--- config.mk ---
export PLATFORM = sky130hd
export DESIGN_NAME = rpid_merge_flat
export DESIGN_NICKNAME = d
export VERILOG_FILES = /design/src/rtl/core/rpid_pkg.sv /design/src/rtl/core/rpid_out_if.sv /design/src/rtl/core/rpid_merge.sv /design/src/flat_wrapper.sv
export SDC_FILE = /design/constraint.sdc
export NUM_CORES = 1
export LEC_CHECK = 0
export ABC_CLOCK_PERIOD_IN_PS = 4190
export BUFFER_PORTS_ARGS = -buffer_cell sky130_fd_sc_hd__buf_2
export CELL_PAD_IN_SITES_DETAIL_PLACEMENT = 1
export CELL_PAD_IN_SITES_GLOBAL_PLACEMENT = 1
export CORE_ASPECT_RATIO = 0.8
export CORE_MARGIN = 2
export CORE_UTILIZATION = 32
export DETAILED_ROUTE_END_ITERATION = 10
export GPL_TIMING_DRIVEN = 1
export PLACE_DENSITY = 0.78
export SYNTH_ARGS = -nofsm -noshare
export SYNTH_HDL_FRONTEND = slang
export SYNTH_SLANG_ARGS = --single-unit
--- constraint.sdc ---
create_clock -name clk -period 4.19 [get_ports clk]
set_input_delay 0 -clock clk [delete_from_list [all_inputs] [get_ports clk]]
set_output_delay 0 -clock clk [all_outputs]
set_load 0.03 [all_outputs]
--- src/rtl/core/rpid_pkg.sv ---
// shared constants and types of the three-axis rate controller
`timescale 1ns / 1ps
package rpid_pkg;

    localparam int DT_MIN_US  = 500;
    localparam int DT_MAX_US  = 20000;

    localparam int AXES       = 3;
    localparam int TIME_W     = 48;
    localparam int DATA_W     = 32;
    localparam int GAIN_W     = 20;
    localparam int LIMIT_W    = 31;
    localparam int CFG_W      = AXES * GAIN_W;
    localparam int CFG_IDX_W  = 2;
    localparam int FLAG_W     = 2;
    localparam int FRAC_W     = 16;

    localparam int USEC_PER_S = 1000000;
    localparam int HALF_USEC  = USEC_PER_S / 2;

    // dt register holds whichever clamp bound is larger
    localparam int DT_TOP     = (DT_MIN_US > DT_MAX_US) ? DT_MIN_US : DT_MAX_US;
    localparam int DT_W       = $clog2(DT_TOP + 1);

    localparam int ERR_W      = DATA_W + 1;
    localparam int MB_W       = ((DT_W > GAIN_W) ? DT_W : GAIN_W) + 1;
    localparam int PROD_W     = ERR_W + MB_W;
    localparam int ACC_W      = PROD_W + 2;

    // |err*dt| + half a million, the numerator of the divide by one million
    localparam int NUM_W      = ERR_W + DT_W;
    localparam int INTEG_W    = NUM_W + 2;

    localparam logic [CFG_IDX_W-1:0] CFG_P_GAINS        = 2'd0;
    localparam logic [CFG_IDX_W-1:0] CFG_I_GAINS        = 2'd1;
    localparam logic [CFG_IDX_W-1:0] CFG_D_GAINS        = 2'd2;
    localparam logic [CFG_IDX_W-1:0] CFG_INTEGRAL_LIMIT = 2'd3;

    localparam int FLAG_ENABLE = 0;
    localparam int FLAG_ARM    = 1;

    typedef struct packed {
        logic            start;
        logic            load_sp;
        logic            clear_integ;
        logic [DT_W-1:0] dt;
    } rpid_cmd_t;

    typedef struct packed {
        logic idle;
        logic done;
    } rpid_stat_t;

endpackage

--- src/rtl/core/rpid_out_if.sv ---
// torque result channel
`timescale 1ns / 1ps
interface rpid_out_if;
    import rpid_pkg::*;

    logic                     valid;
    logic                     ready;
    logic signed [DATA_W-1:0] torque_roll;
    logic signed [DATA_W-1:0] torque_pitch;
    logic signed [DATA_W-1:0] torque_yaw;

    modport source (
        output valid, torque_roll, torque_pitch, torque_yaw,
        input  ready
    );

    modport sink (
        input  valid, torque_roll, torque_pitch, torque_yaw,
        output ready
    );
endinterface

--- src/rtl/core/rpid_merge.sv ---
// collects the three lane torques into the output register
`timescale 1ns / 1ps
module rpid_merge (
    input  logic                                clk,
    input  logic                                rst_n,
    input  logic [rpid_pkg::AXES-1:0]           lane_done,
    input  logic signed [rpid_pkg::DATA_W-1:0]  lane_torque [rpid_pkg::AXES],
    output logic                                ack,
    rpid_out_if.source                          res
);
    import rpid_pkg::*;

    logic                     valid_reg, valid_next;
    logic signed [DATA_W-1:0] roll_reg, pitch_reg, yaw_reg;
    logic                     take;

    // load when every lane is finished and the register is free or draining
    assign take = (&lane_done) && (!valid_reg || res.ready);
    assign ack  = take;

    always_comb
    begin
        valid_next = valid_reg;
        if (take)
        begin
            valid_next = 1'b1;
        end
        else if (res.ready)
        begin
            valid_next = 1'b0;
        end
    end

    always_ff @(posedge clk or negedge rst_n)
    begin
        if (!rst_n)
        begin
            valid_reg <= 1'b0;
        end
        else
        begin
            valid_reg <= valid_next;
        end
    end

    always_ff @(posedge clk)
    begin
        if (take)
        begin
            roll_reg  <= lane_torque[0];
            pitch_reg <= lane_torque[1];
            yaw_reg   <= lane_torque[2];
        end
    end

    assign res.valid        = valid_reg;
    assign res.torque_roll  = roll_reg;
    assign res.torque_pitch = pitch_reg;
    assign res.torque_yaw   = yaw_reg;

endmodule

--- src/flat_wrapper.sv ---
// flat-port wrapper written by rule: the top's interface ports become plain ports
module rpid_merge_flat import rpid_pkg::*;
  (clk, rst_n, lane_done, lane_torque, ack, res_valid, res_torque_roll, res_torque_pitch, res_torque_yaw, res_ready);
  rpid_out_if res_i ();
  input  logic clk;
  input  logic rst_n;
  input  logic [rpid_pkg::AXES-1:0] lane_done;
  input  logic signed [rpid_pkg::DATA_W-1:0] lane_torque[rpid_pkg::AXES];
  output logic ack;
  output wire logic [$bits(res_i.valid)-1:0] res_valid;
  output wire logic [$bits(res_i.torque_roll)-1:0] res_torque_roll;
  output wire logic [$bits(res_i.torque_pitch)-1:0] res_torque_pitch;
  output wire logic [$bits(res_i.torque_yaw)-1:0] res_torque_yaw;
  input wire logic [$bits(res_i.ready)-1:0] res_ready;
  assign res_valid = res_i.valid;
  assign res_torque_roll = res_i.torque_roll;
  assign res_torque_pitch = res_i.torque_pitch;
  assign res_torque_yaw = res_i.torque_yaw;
  assign res_i.ready = res_ready;
  rpid_merge u_core (.clk(clk), .rst_n(rst_n), .lane_done(lane_done), .lane_torque(lane_torque), .ack(ack), .res(res_i));
endmodule
### After elaboration in Yosys (flattened, before gate mapping)

Cells that the tools add are included.

* register bits: 97
* bits of input ports: 102
* logic and storage cells: 11

* muxes and demuxes: 2
* reductions and logical operators: 5

Operators by type and width (count)
* AND reduction 3 bit: 1
* 2-to-1 mux 1 bit: 2
* nonzero test 2 bit: 1
* logical AND 1 bit: 1
* logical NOT 1 bit: 1
* logical OR 1 bit: 1

### Depth between registers and ports, before layout

* word-level depth: 4
* gate-level depth with buffers: 2

### Worst setup path after synthesis

No wires, ideal clock.

* kind: register -> register
* start point: register u_core.valid_reg, in the netlist u_core.res.valid
* end point: register u_core.pitch_reg[0], in the netlist u_core.res.torque_pitch[0], enable pin
* library setup time: 0.500 ns
* data arrival time: 3.365 ns
* setup slack: 0.325 ns
* stages on the path, launching flop included: 2
* buffers on the path: 0
* cell sequence: dfrtp_1 a21oi_2

* cells in the longest elaborated chain, start to end: 3

Ends and longest elaborated chain
* start, declared: RTL line rpid_merge.sv:13 `logic valid_reg, valid_next;`
* start signal, assigned: RTL line rpid_merge.sv:42 `valid_reg <= valid_next;`
* logical NOT 1 bit: RTL line rpid_merge.sv:18 `assign take = (&lane_done) && (!valid_reg || res.ready);`
* logical OR 1 bit: RTL line rpid_merge.sv:18
* logical AND 1 bit: RTL line rpid_merge.sv:18
* via ack: RTL line flat_wrapper.sv:9 `output logic ack;`
* end signal, assigned: RTL line rpid_merge.sv:51 `pitch_reg <= lane_torque[1];`
* end, declared: RTL line rpid_merge.sv:14 `logic signed [DATA_W-1:0] roll_reg, pitch_reg, yaw_reg;`

The timed path passes the listed nets, and every way through them passes these cells.
A chain may end at the register's enable or synchronous reset.

### Worst setup path after layout

* start point: register u_core.valid_reg, in the netlist u_core.res.valid
* end point: output port ack

* cells in the longest elaborated chain, start to end: 3

Ends and longest elaborated chain (RTL line)
* logical NOT 1 bit: rpid_merge.sv:18
* logical OR 1 bit: rpid_merge.sv:18
* logical AND 1 bit: rpid_merge.sv:18
* end, declared: flat_wrapper.sv:9

Every way passes these cells.

==> impl_results.md <==
- Status: complete, no violations
- Post-detailed-route DRC marker count: 0
- Post CTS Setup Buffer Count: 0
- Least-Margin Pin Slew: 0.7231 ns
- TritonCTS Buffers: 9
- Synthesis Warnings: 0
- Area of combinational cells with multiple inputs: 35.03 um2
- Synthesized Nets: 204
- Period Utilization, post-route: 45.33%
- Later-pin clock latency in the skew report: 0.34 ns
- Register cell area after layout: 0.002908 mm2
- Fraction of met3 tracks used by global routing: 7.148%
- DR pass1 iterations: 4
- Total power divided by cell area: 409.2 mW/mm2
- Vias in the first global route: 2,674
- Register-to-register setup slack: 2.56 ns
- Vias post-DR: 2,282
- Clk buf depth: 2
- Hold crit path type: in2reg
- Fraction of layout cells with a size suffix above 1: 52.27%
- DRT iter0 DRCs: 61
- Final-stage net count: 516
- Startpoint of the tightest hold check path: lane_torque[65]
- Number of max-slew violations in the final report: 0
- Vias per cell: around 4.3
- Sort of element at the end of the critical path: output pin
- Initial antenna violation count: 0
- Number of routed nets with antenna violations: 0
- Global routing usage on met1: ~22%
- Grt met2 use: 38.77%
- Area of the mapped netlist: 0.002943 mm2
- Crit-path max FO: 57
- Core Region: 0.008999 mm2
- Library cells used by synthesis: 6
- Cells after synthesis: 102
- Detailed placement HPWL: 5561 um
- Global-route total usage across every layer: between 20% and 30%
- Final number of hold-violating endpoints: 0
- Number of top-level pins: 200
- GP Congestion: 0.6889
- CP startpoint kind: register
- Unrepaired setup endpoints after global routing: no
- Worst hold slack: around 0.36 ns
- Worst hold path stage count: 2
- Area growth from synthesis to final layout: 84.35%
- Crit Reg-Reg Startpoint: u_core.res.valid$_DFFE_PN0P_
- Number of cells traversed by the worst register-to-register path: 2
- Width of the die: 111.2 um
- Quantity of I/O buffers inserted on ports: 199
- Commonest non-fill, non-tap cell in the layout: buf_2
- Routed wire per std cell: 19.28 um
- Floorplan die area: roughly 0.01 mm2
- CTS tree: done
- H-tree Lvls: 3
- Number of diodes added for antenna fixing: 0
- Fill cell total of the finished layout: 880
- Number of register bits inferred by synthesis: 97
- Final setup vio count: 0
- Clock input transition at the sequential cells of the worst setup and hold paths: 0.07 ns
- Clock Skew: 0.01083 ns
- Hold EP: u_core.res.torque_roll[1]$_DFFE_PP_
- Post-route setup TNS: 0 ns
- DIE HEIGHT: 89.78 um
- Sequential element share of the synthesized area: between 90% and 100%
- Clock tree sinks: 97
- Max Cap Viol: 0
- Most Used Layer, Global Route: met2
- Wire length of the first global-routing pass: 15,460 um
- Setup Crit Path Kind: reg2out
- Starting density of the core: 32.70%
- Maximum number of pins on one net before global-route repair: 58
- Commonest cells after routing, fill and taps aside: 199 x buf_2, 100 x dlygate4sd3_1, 96 x edfxtp_1, 9 x clkbuf_16
- Routed wire length: 10,290 um
- P_leak: about 2.3 nW
- Site row count: 31
- Root Buffer Master: clkbuf_16
- Aggregate global routing overflow: 0
- Worst vdd ir: 0.2021 mV
- Slew margin rel.: between 50% and 60%
- Critical path arrival: 1.90 ns
- Highest clock frequency the design can meet: 0.5265 GHz
- FF-to-FF End: u_core.res.torque_roll[31]$_DFFE_PP_
- Synth Area per Inst: 28.85 um2
- Final critical delay including setup and external delays: 1.899 ns
- Required time at the endpoint of the critical path: 4.19 ns
layer usage:
metal  wire length, um  share of wire (%)  vias up
met4               260                2.5        0
met5                 0                  0        -
met1              3661                 36     1081
met2              5530                 54      142
li1                  -                  -     1035
met3               841                8.2       24
kinds of logic after synthesis:
family,Yosys count,synth area share [%]
AO/OA/AOI/OAI,2,0.5953
flip-flops,97,98.81
AND/OR/NAND/NOR,1,0.3401
buffers and inverters,2,0.2552
worst max-delay path, stage by stage (launching register included):
cell and delay (ns):
dfrtp_1 0.45, a21oi_4 0.18, buf_4 0.59, buf_2 0.33
worst max path at each step:
stage	from	end	slack, ns
2_1_floorplan	u_core.res.valid$_DFFE_PN0P_	u_core.res.torque_pitch[0]$_DFFE_PP_	0.32
3_3_place_gp	u_core.res.valid$_DFFE_PN0P_	u_core.res.torque_pitch[8]$_DFFE_PP_	2.69
3_5_place_dp	u_core.res.valid$_DFFE_PN0P_	u_core.res.torque_roll[8]$_DFFE_PP_	2.59
4_1_cts	u_core.res.valid$_DFFE_PN0P_	ack	2.29
5_1_grt	u_core.res.valid$_DFFE_PN0P_	ack	2.19
6_report	u_core.res.valid$_DFFE_PN0P_	ack	2.29
metrics by stage:
stage | utilization, % | power [mW] | worst slack (ns) | instances | instance area [um2]
2_1_floorplan | - | 1.199 | 0.3247 | 102 | 2943
3_3_place_gp | 45.62 | 1.269 | 2.691 | 418 | 4105
3_5_place_dp | 45.62 | 1.276 | 2.595 | 418 | 4105
4_1_cts | 60.29 | 2.222 | 2.287 | 534 | 5425
5_1_grt | 60.29 | 2.298 | 2.191 | 534 | 5425
6_report | 60.29 | 2.220 | 2.291 | 534 | 5425
cells in the mapped netlist:
master	count	area, um2
dfrtp_1	1	25.02
edfxtp_1	96	2883
inv_1	2	7.510
nand3_2	1	10.01
a21oi_2	1	8.760
o21ai_2	1	8.760
cell type report:
cell class	count	area share (%)
Clock buffer	10	4.220
Tap cell	115	2.652
Multi-Input combinational cell	3	0.6458
Sequential cell	97	53.60
Inverter	2	0.1384
Timing Repair Buffer	301	37.08
Clock inverter	6	1.661
where the power goes:
| part | switching (mW) | internal (mW) |
|---|---|---|
| clock | 0.356 | 0.527 |
| combinational | 0.114 | 0.113 |
| sequential | 0.00948 | 1.10 |
| total | 0.480 | 1.74 |
timing repair:
| item | CTS | global route |
|---|---|---|
| gates resized for setup | 0 | 0 |
| endpoints found under the hold margin | 98 | 0 |
| hold buffers | 100 | 0 |
(Power assumes the default switching activity.)
